## src/slte_wmem.sv

```systemverilog
module slte_wmem #(
    parameter int DEPTH = 256,
    parameter int AW    = 8
) (
    input  logic                i_clk,
    input  logic                i_rd_en,
    input  logic [AW-1:0]       i_rd_addr,
    output logic signed [15:0]  o_rd_data,
    input  logic                i_wr_en,
    input  logic [AW-1:0]       i_wr_addr,
    input  logic signed [15:0]  i_wr_data
);

    logic signed [15:0] r_mem [DEPTH];
    logic signed [15:0] r_rdata;

    always_ff @(posedge i_clk) begin
        if (i_wr_en) begin
            r_mem[i_wr_addr] <= i_wr_data;
        end
        if (i_rd_en) begin
            r_rdata <= r_mem[i_rd_addr];
        end
    end

    assign o_rd_data = r_rdata;

endmodule

```

## config.mk

```make
export PLATFORM = sky130hd
export DESIGN_NAME = slte_wmem
export DESIGN_NICKNAME = d
export VERILOG_FILES = /design/src/slte_wmem.sv
export SDC_FILE = /design/constraint.sdc
export NUM_CORES = 2
export LEC_CHECK = 0
export BUFFER_PORTS_ARGS = -buffer_cell sky130_fd_sc_hd__buf_4
export CAP_MARGIN = 5
export CORE_MARGIN = 1
export CORE_UTILIZATION = 35
export CTS_BUF_LIST = sky130_fd_sc_hd__clkbuf_4 sky130_fd_sc_hd__clkbuf_8
export CTS_CLUSTER_SIZE = 8
export DETAILED_ROUTE_END_ITERATION = 10
export SYNTH_ARGS = -nofsm -noshare
export SYNTH_HDL_FRONTEND = slang
export SYNTH_SLANG_ARGS = --single-unit
```

## constraint.sdc

```tcl
create_clock -name i_clk -period 4.2 [get_ports i_clk]
set_clock_uncertainty 0.05 [all_clocks]
set_input_delay 1.26 -clock i_clk [delete_from_list [all_inputs] [get_ports i_clk]]
set_output_delay 1.26 -clock i_clk [all_outputs]
set_load 0.05 [all_outputs]
```

---- Word-level counts from Yosys, hierarchy flattened ----
Memory sizes are Yosys's and may differ from the RTL's. A register that Yosys moved wholly into a read port is not among the register bits.
Cells that the tools add are included.
cells by class
  mux-type cells .......................... 2
operator list
  kind              count
  2-to-1 mux 1 bit  2
word-level totals
  output and inout bits ................... 16
  bits of input ports ..................... 35
  register bits ........................... 0
  memories kept ........................... 1
  bits in writable memories ............... 4096
  logic and storage cells ................. 3
memory list
  name   words  width  read ports  clocked after memory_dff  wr ports  line  RTL
  r_mem  256    16     1           1                         1         14    logic signed [15:0] r_mem [DEPTH];

---- Longest topological paths before layout ----
  word-level depth ........................ 2
  gate-level depth with buffers ........... 12
  mapped depth without buffers ............ 6

---- Worst setup path before layout ----
OpenSTA, ideal clock, no wires.
  kind .................................... input port to flip-flop
  start point ............................. in i_rd_addr[0]
  end point ............................... reg r_rdata[4], in the netlist o_rd_data[4], read port of r_mem (data pin)
  stages .................................. 8
  required time ........................... 3.885 ns
  arrival ................................. 3.244 ns
  path buffers ............................ 3
  setup slack ............................. 0.641 ns
  setup time .............................. 0.265 ns
  path through ............................ buf_6 > buf_6 > buf_2 > mux4_2 > mux4_2 > a22o_1 > o32ai_2 > nor4_2
RTL lines
  element             line  RTL
  start: declaration  7     input logic [AW-1:0] i_rd_addr,
  end: declaration    15    logic signed [15:0] r_rdata;

==> results.json <==
{
  "status": "complete, but fails checks",
  "violations": "negative setup slack",
  "final_cells": 14800,
  "grt_use_total_pct": 18.6,
  "synthArstFlopShare_pct": 0,
  "hpwl_um": 272000,
  "relSlewSlack_pct": 22.8,
  "io_buffers": 50,
  "slowest_stage": "nand4_1",
  "synth-xor-area-share_pct": 0,
  "peakVddDrop_uv": 249,
  "synth_ff_type": "edfxtp_1",
  "critical-path-top-delay-family": "buffers and inverters",
  "die_area_um2": 457000,
  "cp_cell_sequence": "buf_16, buf_4, buf_12, buf_12, buf_12, buf_4, buf_4, mux2i_1, o221ai_1, o22ai_1, a21oi_1, nand4_1, nor4_1",
  "syn_area_um2": 159000,
  "max-cap-violations": 0,
  "ios": 51,
  "slowest_delay_ns": 0.62,
  "start_util_pct": 35.1,
  "setup-violations-final": 1,
  "critPathArrivalTime_ns": 5.08,
  "layout.nets": 8480,
  "coreArea_um2": 452000,
  "leakage_nw": 58.6,
  "cts_tree": "built",
  "p_sw_share_pct": 22.1,
  "crit_buf_inv": 7,
  "p_sw_mw": 17.9,
  "final_common_cell": "edfxtp_1",
  "final_util_pct": 40.6,
  "yosysWarningCount": 0,
  "clock.fmax_ghz": 0.234,
  "p_int_mw": 63.1,
  "die_height_um": 676,
  "drt-initial-drc-count": 9213,
  "ant_nets": 0,
  "antenna_found_initial": 26,
  "holdWs_ns": 0.552,
  "rsz0062_at_grt": "false",
  "critPathMaxFanout": 38,
  "wl_per_cell_um": 29.5,
  "power.share.clock_pct": 38.2,
  "clockBufferDepth": 4,
  "hold_viol_final": 0,
  "setup_tns_ns": -0.0667,
  "drc": 0,
  "clock_latency_ns": 1.07,
  "cts_max_level": 6,
  "holdBufCountCts": 0,
  "dp_slack_ns": -1.19,
  "ys_types": 51,
  "cts_root_buffer": "clkbuf_8",
  "drive_gt1_share_pct": 31.6,
  "cts_buffers": 634,
  "hold_class": "input pin to flip-flop",
  "wirelength_um": 435000,
  "drt-pass1-iter-count": 7,
  "tightest_slew_ns": 1.16,
  "clock_sinks": 4112,
  "syn_inst": 7360,
  "share_comb_of_total_power_pct": 5.8,
  "num_vias": 81000,
  "fin_crit_sh_pct": 102,
  "cts_setup_buffers": 0,
  "grt_max_degree": 101,
  "syn_nets": 7395,
  "grt_pass1_vias": 82200,
  "layout_min_cycle_time_ns": 4.27,
  "routabilityCongestion": 0.869,
  "final.setup.worst_slack_ns": -0.0667,
  "crit_type": "input pin to flip-flop",
  "synth.avg_cell_area_um2": 21.6,
  "synth-edff-count": 4112,
  "grt_pass1_wl_um": 612000,
  "via_per_inst": 5.48,
  "p_seq_share_pct": 56.0,
  "crit_required_ns": 5.02,
  "synth_top_family_by_area": "multiplexers",
  "synth_compound_area_share_pct": 3.53,
  "dp.cells": 13800,
  "fp.dieW_um": 676,
  "drv_slew": 0,
  "synth_seq_cells": 4112,
  "worstSetupEndpointType": "flip-flop",
  "ys_seq_area_share_pct": 77.7,
  "synth-simple-area-share_pct": 1.57,
  "final_cell_mix": "edfxtp_1, mux4_2, buf_4",
  "grt-ovfl-total": 0,
  "core.rowCount": 247,
  "synth_adder_area_share_pct": 0,
  "area_growth_pct": 15.5,
  "power_density_nw_per_um2": 441,
  "synthMuxAreaShare_pct": 15.5,
  "critPathLaunchType": "input pin",
  "clk_pin_slew_ns": 0.06
}
==> cells by family after synthesis <==
family | Yosys count
compound gates | 786
buf+inv | 456
flops | 4112
mux | 1450
simple gates | 556
==> state kept, by name, summed over array words and instances (netlist names) <==
register,count
o_rd_data,16
r_mem,4096
==> area by class of cell <==
class,instances,area (um^2)
fill,39500,269000
sequential,4112,123000
multi-input combinational,2792,33000
clock buffer,855,10500
timing repair buffer,901,8400
tap,5976,7480
clock inverter,114,676
antenna,21,52.6
inverter,4,27.5
==> stage by stage <==
step	total power, mW	instance area (um^2)
after floorplan	48.5	159000
final	81.0	184000
after detailed placement	50.9	172000
after CTS	81.6	183000
after global routing	83.3	184000
after global placement	50.8	172000
==> power by group through the flow <==
stage	Clock, mW	Combinational (mW)	Sequential [mW]
finish	30.9	4.69	45.4
floorplan	0	2.23	46.2
CTS	31.5	4.70	45.4
global route	33.1	4.89	45.3
detailed placement	0	4.69	46.2
global placement	0	4.61	46.2
==> what timing repair did <==
| item | CTS | global route |
|---|---|---|
| resized for setup | 1 | 1 |
| pin swaps | 0 | 1 |
| endpoints found under the setup margin | 1 | 1 |
| cloned | 0 | 0 |
| endpoints found under the hold margin | 0 | 0 |
==> final timing paths <==
path	slack, ns	cells past startpoint	end	from
max reg2reg	0.90	8	o_rd_data[11]	r_mem[131][11]
min	0.55	1	r_mem[109][0]	i_wr_data[0]
max	-0.07	13	o_rd_data[11]	i_rd_addr[0]
min reg2reg	1.13	5	o_rd_data[0]	r_mem[92][0]
==> cells in the mapped netlist (11+ instances only) <==
library cell / instances / area, um^2
a211oi_1: 18 / 135
a21oi_1: 175 / 876
a221oi_1: 28 / 245
a22o_1: 32 / 280
a22oi_1: 43 / 323
and3_1: 11 / 68.8
buf_1: 27 / 101
buf_2: 76 / 380
buf_4: 26 / 195
buf_6: 77 / 867
buf_8: 11 / 165
clkbuf_1: 230 / 863
edfxtp_1: 4112 / 123000
mux2_2: 88 / 991
mux2i_1: 565 / 5660
mux4_2: 797 / 17900
nand2_1: 38 / 143
nand3_1: 35 / 175
nand4_1: 26 / 163
nor2_1: 304 / 1140
nor3_1: 92 / 460
nor4_1: 17 / 106
o21ai_0: 37 / 185
o221ai_1: 252 / 2210
o22ai_1: 148 / 926
o31ai_1: 16 / 120
o32ai_1: 20 / 175
==> routing by layer <==
layer  wire [um]  part of all wire (%)  vias to the layer above  GRT usage [%]
li1            -                     -                    33400              -
met1      175000                    40                    43200           24.7
met2      210000                    48                     3659           30.1
met3       33100                   7.6                      709           3.64
met4       17100                   3.9                        6           7.25
met5          42                0.0097                        -              0
Note: power is estimated with default switching activity, not from simulation.
