<file path="config.mk">
export PLATFORM = sky130hd
export DESIGN_NAME = slte_pipe
export DESIGN_NICKNAME = d
export VERILOG_FILES = /design/src/slte_pkg.sv /design/src/slte_pipe.sv
export SDC_FILE = /design/constraint.sdc
export NUM_CORES = 2
export LEC_CHECK = 0
export BUFFER_PORTS_ARGS = -buffer_cell sky130_fd_sc_hd__buf_4
export CORE_MARGIN = 2
export CORE_UTILIZATION = 64
export DETAILED_ROUTE_END_ITERATION = 12
export GPL_TIMING_DRIVEN = 1
export PLACE_DENSITY = 0.84
export SKIP_LAST_GASP = 1
export SLEW_MARGIN = 20
export SYNTH_ARGS = -nofsm -noshare
export SYNTH_HDL_FRONTEND = slang
export SYNTH_SLANG_ARGS = --single-unit
</file>
<file path="constraint.sdc">
create_clock -name i_clk -period 11.92 [get_ports i_clk]
set_clock_uncertainty 0.05 [all_clocks]
set_input_delay 1.192 -clock i_clk [delete_from_list [all_inputs] [get_ports i_clk]]
set_output_delay 1.192 -clock i_clk [all_outputs]
set_load 0.1 [all_outputs]
</file>
<file path="src/slte_pkg.sv">
package slte_pkg;

    localparam int DEF_MAX_INPUTS  = 16;
    localparam int DEF_MAX_NEURONS = 16;

    localparam logic [1:0] FUNC_INPUT  = 2'd0;
    localparam logic [1:0] FUNC_ERROR  = 2'd1;
    localparam logic [1:0] FUNC_WWRITE = 2'd2;
    localparam logic [1:0] FUNC_WREAD  = 2'd3;

    localparam logic [1:0] KIND_ACT   = 2'd0;
    localparam logic [1:0] KIND_ERR   = 2'd1;
    localparam logic [1:0] KIND_WREAD = 2'd2;

    localparam logic [1:0] REG_INPUTS  = 2'd0;
    localparam logic [1:0] REG_NEURONS = 2'd1;
    localparam logic [1:0] REG_RATE    = 2'd2;
    localparam logic [1:0] REG_MODE    = 2'd3;

    localparam logic [4:0]  RST_INPUTS  = 5'd16;
    localparam logic [4:0]  RST_NEURONS = 5'd16;
    localparam logic [15:0] RST_RATE    = 16'd6554;
    localparam logic        RST_MODE    = 1'b0;

    typedef struct packed {
        logic       vld;
        logic [1:0] kind;
        logic [3:0] nrn;
        logic [3:0] inp;
        logic       first;
        logic       emit;
        logic       last;
        logic       zero;
    } t_issue;

    typedef struct packed {
        logic              vld;
        logic [1:0]        kind;
        logic [3:0]        idx;
        logic signed [15:0] value;
        logic              last;
    } t_result;

    typedef struct packed {
        logic        we;
        logic [3:0]  idx;
        logic [11:0] value;
    } t_actwr;

    function automatic logic signed [15:0] f_sat16(input logic signed [39:0] v);
        logic signed [15:0] r;
        if (v > 40'sd32767) begin
            r = 16'sh7FFF;
        end else if (v < -40'sd32768) begin
            r = 16'sh8000;
        end else begin
            r = v[15:0];
        end
        return r;
    endfunction

    function automatic logic [11:0] f_sig_point(input logic [5:0] k);
        logic [11:0] r;
        unique case (k)
            6'd0:  r = 12'd1;
            6'd1:  r = 12'd2;
            6'd2:  r = 12'd4;
            6'd3:  r = 12'd6;
            6'd4:  r = 12'd10;
            6'd5:  r = 12'd17;
            6'd6:  r = 12'd27;
            6'd7:  r = 12'd45;
            6'd8:  r = 12'd74;
            6'd9:  r = 12'd120;
            6'd10: r = 12'd194;
            6'd11: r = 12'd311;
            6'd12: r = 12'd488;
            6'd13: r = 12'd747;
            6'd14: r = 12'd1102;
            6'd15: r = 12'd1546;
            6'd16: r = 12'd2048;
            6'd17: r = 12'd2550;
            6'd18: r = 12'd2994;
            6'd19: r = 12'd3349;
            6'd20: r = 12'd3608;
            6'd21: r = 12'd3785;
            6'd22: r = 12'd3902;
            6'd23: r = 12'd3976;
            6'd24: r = 12'd4022;
            6'd25: r = 12'd4051;
            6'd26: r = 12'd4069;
            6'd27: r = 12'd4079;
            6'd28: r = 12'd4086;
            6'd29: r = 12'd4090;
            6'd30: r = 12'd4092;
            6'd31: r = 12'd4094;
            default: r = 12'd4095;
        endcase
        return r;
    endfunction

endpackage

</file>
<file path="src/slte_pipe.sv">
module slte_pipe
    import slte_pkg::*;
#(
    parameter int MAX_INPUTS = DEF_MAX_INPUTS,
    parameter int AW         = 8
) (
    input  logic                i_clk,
    input  logic                i_rst_n,
    input  logic                i_adv,
    input  t_issue              i_issue,
    input  logic signed [15:0]  i_x,
    input  logic signed [15:0]  i_e,
    input  logic [11:0]         i_a,
    input  logic [15:0]         i_rate,
    input  logic signed [15:0]  i_rdata,
    output logic                o_busy,
    output t_result             o_res,
    output t_actwr              o_act,
    output logic                o_we,
    output logic [AW-1:0]       o_waddr,
    output logic signed [15:0]  o_wdata
);

    t_issue r_s1, r_s2, r_s3, r_s4, r_s5;

    logic signed [15:0] r_x1, r_e1;
    logic [11:0]        r_a1;

    logic signed [31:0] r_pb2;
    logic [10:0]        r_d2;
    logic signed [15:0] r_w2, r_e2, r_x2;

    logic signed [35:0] r_acc3;
    logic signed [14:0] r_t1_3;
    logic signed [15:0] r_w3, r_x3;

    logic signed [15:0] r_rv4;
    logic signed [17:0] r_t2_4;
    logic signed [15:0] r_w4;

    logic signed [15:0] r_rv5;
    logic [11:0]        r_lo5;
    logic [8:0]         r_df5;
    logic [10:0]        r_fr5;
    logic signed [17:0] r_t3_5;
    logic signed [15:0] r_w5;

    logic signed [15:0] mul_a;
    logic [24:0]        d_full;
    logic signed [27:0] t1_full;
    logic signed [30:0] t2_full;
    logic signed [34:0] t3_full;
    logic signed [15:0] rv;
    logic [15:0]        u;
    logic [5:0]         seg;
    logic [11:0]        lo, hi;
    logic [19:0]        ip_prod;
    logic [11:0]        interp;
    logic [12:0]        waddr_full;

    always_ff @(posedge i_clk) begin
        if (!i_rst_n) begin
            r_s1 <= '0;
            r_s2 <= '0;
            r_s3 <= '0;
            r_s4 <= '0;
            r_s5 <= '0;
        end else if (i_adv) begin
            r_s1 <= i_issue;
            r_s2 <= r_s1;
            r_s3 <= r_s2;
            r_s4 <= r_s3;
            r_s5 <= r_s4;
        end
    end

    always_comb begin
        mul_a   = (r_s1.kind == KIND_ACT) ? r_x1 : r_e1;
        d_full  = 25'(r_a1) * (25'd4096 - 25'(r_a1));
        t1_full = r_e2 * $signed({1'b0, r_d2});
        t2_full = r_t1_3 * r_x3;
        t3_full = r_t2_4 * $signed({1'b0, i_rate});
        if (r_s3.kind == KIND_WREAD) begin
            rv = r_s3.zero ? 16'sd0 : r_w3;
        end else begin
            rv = f_sat16(40'($signed(r_acc3[35:12])));
        end
        u   = r_rv4 ^ 16'h8000;
        seg = {1'b0, u[15:11]};
        lo  = f_sig_point(seg);
        hi  = f_sig_point(seg + 6'd1);
    end

    always_ff @(posedge i_clk) begin
        if (i_adv) begin
            r_x1 <= i_x;
            r_e1 <= i_e;
            r_a1 <= i_a;

            r_pb2 <= mul_a * i_rdata;
            r_d2  <= d_full[22:12];
            r_w2  <= i_rdata;
            r_e2  <= r_e1;
            r_x2  <= r_x1;

            if (r_s2.vld && r_s2.kind != KIND_WREAD) begin
                r_acc3 <= r_s2.first ? 36'(r_pb2) : r_acc3 + 36'(r_pb2);
            end
            r_t1_3 <= t1_full[26:12];
            r_w3   <= r_w2;
            r_x3   <= r_x2;

            r_rv4  <= rv;
            r_t2_4 <= t2_full[29:12];
            r_w4   <= r_w3;

            r_rv5  <= r_rv4;
            r_lo5  <= lo;
            r_df5  <= 9'(hi - lo);
            r_fr5  <= u[10:0];
            r_t3_5 <= t3_full[33:16];
            r_w5   <= r_w4;
        end
    end

    always_comb begin
        ip_prod    = 20'(r_df5) * 20'(r_fr5);
        interp     = r_lo5 + 12'(ip_prod >> 11);
        waddr_full = 13'(r_s5.nrn) * 13'(MAX_INPUTS) + 13'(r_s5.inp);

        o_res.vld   = r_s5.vld && r_s5.emit;
        o_res.kind  = r_s5.kind;
        o_res.idx   = (r_s5.kind == KIND_ACT) ? r_s5.nrn : r_s5.inp;
        o_res.value = (r_s5.kind == KIND_ACT) ? $signed({4'b0, interp}) : r_rv5;
        o_res.last  = r_s5.last;

        o_act.we    = i_adv && r_s5.vld && r_s5.emit && r_s5.kind == KIND_ACT;
        o_act.idx   = r_s5.nrn;
        o_act.value = interp;

        o_we    = i_adv && r_s5.vld && r_s5.kind == KIND_ERR;
        o_waddr = waddr_full[AW-1:0];
        o_wdata = f_sat16(40'(r_w5) + 40'(r_t3_5));

        o_busy  = r_s1.vld || r_s2.vld || r_s3.vld || r_s4.vld || r_s5.vld;
    end

endmodule

</file>
---- Yosys cells after proc, flatten, opt, wreduce, memory -nomap -nowiden ----
Memory sizes are Yosys's and may differ from the RTL's.
Index checks and enable logic that the tools add are counted.
operators by class
  equality and inequality tests ........... 3
  order comparisons ....................... 4
  add/subtract/negate cells ............... 7
  multiplexer cells ....................... 11
  bitwise logic cells ..................... 1
  multiply operators ...................... 6
  reduce and logical (&&, ||, !) cells .... 13
operators with widths
  kind                                                                     count
  16-bit 2-to-1 mux                                                        8
  36-bit by 32-bit adder with 36-bit output                                1
  36-bit 2-to-1 mux                                                        1
  18-bit by 17-bit multiplier with 34-bit output                           1
  16-bit by 16-bit multiplier with 32-bit output                           1
  15-bit by 16-bit multiplier with 30-bit output                           1
  16-bit by 12-bit multiplier with 27-bit output                           1
  24-bit by 16-bit > comparator with 1-bit output (second input constant)  1
  24-bit by 16-bit < comparator with 1-bit output (second input constant)  1
  13-bit by 14-bit multiplier with 23-bit output                           1
  9-bit by 11-bit multiplier with 20-bit output                            1
  16-bit by 18-bit adder with 19-bit output                                1
  19-bit by 16-bit > comparator with 1-bit output (second input constant)  1
  19-bit by 16-bit < comparator with 1-bit output (second input constant)  1
  13-bit by 12-bit subtractor with 14-bit output (first input constant)    1
  12-bit by 9-bit adder with 12-bit output                                 1
  9-bit 2-to-1 mux                                                         1
  9-bit subtractor                                                         1
  8-bit by 4-bit adder with 8-bit output                                   1
  5-bit by 1-bit adder with 6-bit output (second input constant)           1
  1-bit logical AND                                                        6
  2-bit zero test                                                          2
  1-bit logical OR                                                         4
  4-bit 2-to-1 mux                                                         1
  5 further kinds                                                          5
storage, ports and cells
  register bits ........................... 420
  word-level logic and storage cells ...... 103
  input bits .............................. 94
  ROM bits ................................ 768
  memories kept ........................... 2
  output and inout port bits .............. 67
memory list
  memory            words  width  rd ports  clocked after Yosys merged registers in  write ports  line            source
  (name not given)  32     12     1         0                                        0            slte_pkg.sv:64  unique case (k)
  (name not given)  32     12     1         0                                        0            slte_pkg.sv:64

---- Longest topological paths before layout ----
An unclocked memory read counts as a cell.
  depth after elaboration ................. 5
  mapped depth ............................ 30
  mapped depth without buffers ............ 29

---- Worst setup path before layout ----
No wires, ideal clock.
  kind .................................... register to output
  start point ............................. register r_rv5[9] (netlist name)
  end point ............................... output o_res[12] (netlist bit)
  slack ................................... 2.951 ns
  data arrival time ....................... 7.727 ns
  stages on the path, launching flop included .. 26
  path buffers ............................ 1
  cell sequence ........................... edfxtp_1 -> clkbuf_1 -> nand2_1 -> fa_1 -> inv_1 -> fa_1 -> fa_1 -> inv_1 -> fa_1 -> inv_1 -> ha_1 -> a21o_1 -> a21oi_1 -> o21a_1 -> o21ai_0 -> o211a_1 -> o21a_1 -> or2_2 -> a21oi_1 -> xnor2_1 -> ha_1 -> nand2_1 -> o21ai_0 -> nand3_1 -> xnor2_1 -> mux2_2
RTL lines
  what           line             source
  end, declared  slte_pipe.sv:17  output t_result o_res,

==> results.yml <==
clock_tree:
  cts_setup_buffers: 0
  holdBufCountCts: 0
  clock_sinks: 409
  cts-root-buf: "clkbuf_16"
  htreeDepth: 2
  cts_tree: "built"
  insertion_delay_ns: 0.61
  ctsResizeCount: 0
  numCtsBuffers: 45
  cts.clk_slew.worst_paths_ns: 0.06
  cts_buffer_depth: 3
synthesis:
  synthAdderAreaFrac: 0.473
  synth-simple-area-share: 0.136
  synth_edf_count: 339
  synth_xor_area_frac: 0.0278
  synthMuxAreaShare: 0.0186
  synth.area.top_cells: "fa_1 37%, edfxtp_1 17%, ha_1 10%, inv_1 8.5%, nand2_1 4.6%"
  synth-seq-area-share: 0.193
  synth_ff_type: "edfxtp_1"
  synth_top_family_by_area: "adder cells"
  synth.top_cells.by_count: "1359 x inv_1, 1109 x fa_1, 731 x nand2_1, 493 x ha_1, 421 x and2_1"
  synth_most_common_cell: "inv_1"
  synth-warning-count: 0
  synth.top_cell.area_share: 0.370
  synth_compound_area_frac: 0.0506
  synthArstFlopShare: 0
  postSynthCellCount: 6045
  syn_area_mm2: 0.0600
  syn_avg_cell_area_um2: 9.92
  synth_area_leader_cell: "fa_1"
  synthDistinctLibCells: 76
  ys_seq_elements: 409
sta:
  worstMarginPinSlew_ns: 1.16
  finalCriticalPeriod_ns: 8.65
  setup_tns_ns: 0
  max_freq_ghz: 0.116
  drv_slew: 0
  report.final.hold_viol_count: 0
  finalSetupViolations: 0
  fin_crit_sh: 0.725
  max-slew-margin-rel: 0.224
  rsz0062_at_grt: "false"
place:
  io_buffers: 160
  dpl.hpwl_um: 103000
  place_congestion: 0.941
cells_and_area:
  fillerInstances: 6807
  drive_above_1_share: 0.0483
  areaGrowthSynthToFinish_pct: 5.92
  final_nets: 7734
worst_setup_path:
  cp-end-kind: "primary output"
  cp_slowest_cell: "edfxtp_1"
  rr_worst_depth: 23
  worstPathRequired_ns: 10.68
  cpMostUsedCell: "inv_1"
  critPathKind: "flop to primary output"
  r2r_slack_ns: 3.82
  critical_path.max_stage_delay_ns: 0.59
  r2r_end: "r_pb2[28]"
  cp.arrival_ns: 7.41
  cp_max_fo: 10
  r2r_start: "r_s1[13]"
  worst_setup_path_start_kind: "flop"
worst_hold_path:
  hold_end: "r_w3[11]"
  hold_path.class: "flop to flop"
  whs_path_depth: 0
  min-delay-start: "r_w2[11]"
die:
  core_area_mm2: 0.0930
  row_count: 112
  initial_core_util: 0.644
  design.die.area_mm2: 0.0961
  die_w_um: 310
  io_pins: 161
  fp.dieH_um: 310
global_route:
  grt_max_degree: 183
  grt_use_total: 0.284
  grt_pass1_vias: 44300
  antenna_found_initial: 1
  grt_overflow: 0
  grt_pass1_wl_um: 218000
route:
  first_pass_iters: 6
  drt_wl_total_um: 129000
  ant_nets: 0
  num_vias: 40500
  drt-initial-drc-count: 2710
  post_drt_wl_per_cell_um: 17.6
  viasPerCell: 5.52
  route.detailed.drc: 0
job:
  cap_violations: 0
outcome:
  outcome: "finished clean"
==> per-stage QoR <==
stage | hold WS (ns) | utilization | worst slack [ns] | area (um^2) | std cells
after floorplan | 0.350 | - | 2.95 | 60000 | 6051
after global placement | 0.351 | 0.666 | 3.98 | 61900 | 7245
after detailed placement | 0.355 | 0.666 | 3.89 | 61900 | 7245
after CTS | 0.367 | 0.682 | 3.26 | 63500 | 7326
after global routing | 0.371 | 0.682 | 2.58 | 63500 | 7326
final | 0.365 | 0.682 | 3.27 | 63500 | 7327
==> per-layer routing <==
layer	vias to the layer above	GRT usage	part of all wire
li1	18300	-	-
met2	1423	0.488	0.49
met3	367	0.0298	0.061
met1	20300	0.365	0.40
met4	0	0.133	0.049
met5	-	0	0
==> state kept, by name, indices dropped and copies added, names as in the netlist, 18 cells and up <==
signal	flops
r_acc3	36
r_pb2	32
r_t2_4	18
r_t3_5	18
==> cell type report <==
cell class | count | area (um^2) | area share
repair buffers | 170 | 1300 | 0.0204
inverters | 1362 | 5110 | 0.0805
multi-input cells | 4050 | 42400 | 0.667
clock inverters | 26 | 333 | 0.00524
diodes | 1 | 2.50 | 0.0000394
well taps | 1254 | 1570 | 0.0247
flip-flops and latches | 409 | 11600 | 0.182
clock buffers | 55 | 1230 | 0.0193
==> cell families (layout without fill, tap and decap cells) <==
group,after synthesis,count (layout)
muxes,107,107
other,2,9
adders and majority gates,1602,1602
and+or+nand+nor,1660,1660
xor gates and xnor gates,190,190
AOI/OAI and AO/OA,483,483
buffers and inverters,1592,1613
DFF,409,409
==> critical path, delay by kind of cell, from the launching register on <==
| family | cells | cell delay [ns] |
|---|---|---|
| adder cells (fa/ha/maj) | 6 | 2.34 |
| AO/OA/AOI/OAI | 10 | 2.27 |
| AND/OR/NAND/NOR | 6 | 0.63 |
| flip-flops | 1 | 0.59 |
| buffers and inverters | 5 | 0.50 |
| XOR/XNOR | 2 | 0.31 |
| multiplexers | 1 | 0.17 |
==> how the worst max path moves through the flow <==
stage                   from   endpoint  cells after the start
global route        r_rv5[5]  o_res[11]                     30
detailed placement  r_s1[13]  r_pb2[28]                     23
finish              r_rv5[5]  o_res[11]                     30
floorplan           r_rv5[9]  o_res[12]                     25
global placement    r_s1[13]  r_pb2[30]                     23
CTS                 r_rv5[5]  o_res[11]                     30
==> cell usage in the layout, fill, tap and decap left out, types with 33 or more instances in the layout <==
cell	synthesis	layout
a21oi_1	151	150
inv_1	1359	1359
fa_1	1109	1109
xnor2_1	141	141
o21ai_0	127	127
nand2b_1	90	90
mux2_2	33	33
nand2_1	731	731
xor2_1	49	49
ha_1	493	493
edfxtp_1	339	339
nor2b_1	154	154
o21a_1	34	34
mux2i_1	74	74
dfxtp_1	70	69
and2_1	421	421
buf_4	15	168
clkbuf_16	0	46
a21o_1	48	48
nor2_1	146	144
Power is not shown: default switching activity piles up to over one toggle a cycle in this logic, so the estimate is an artifact.
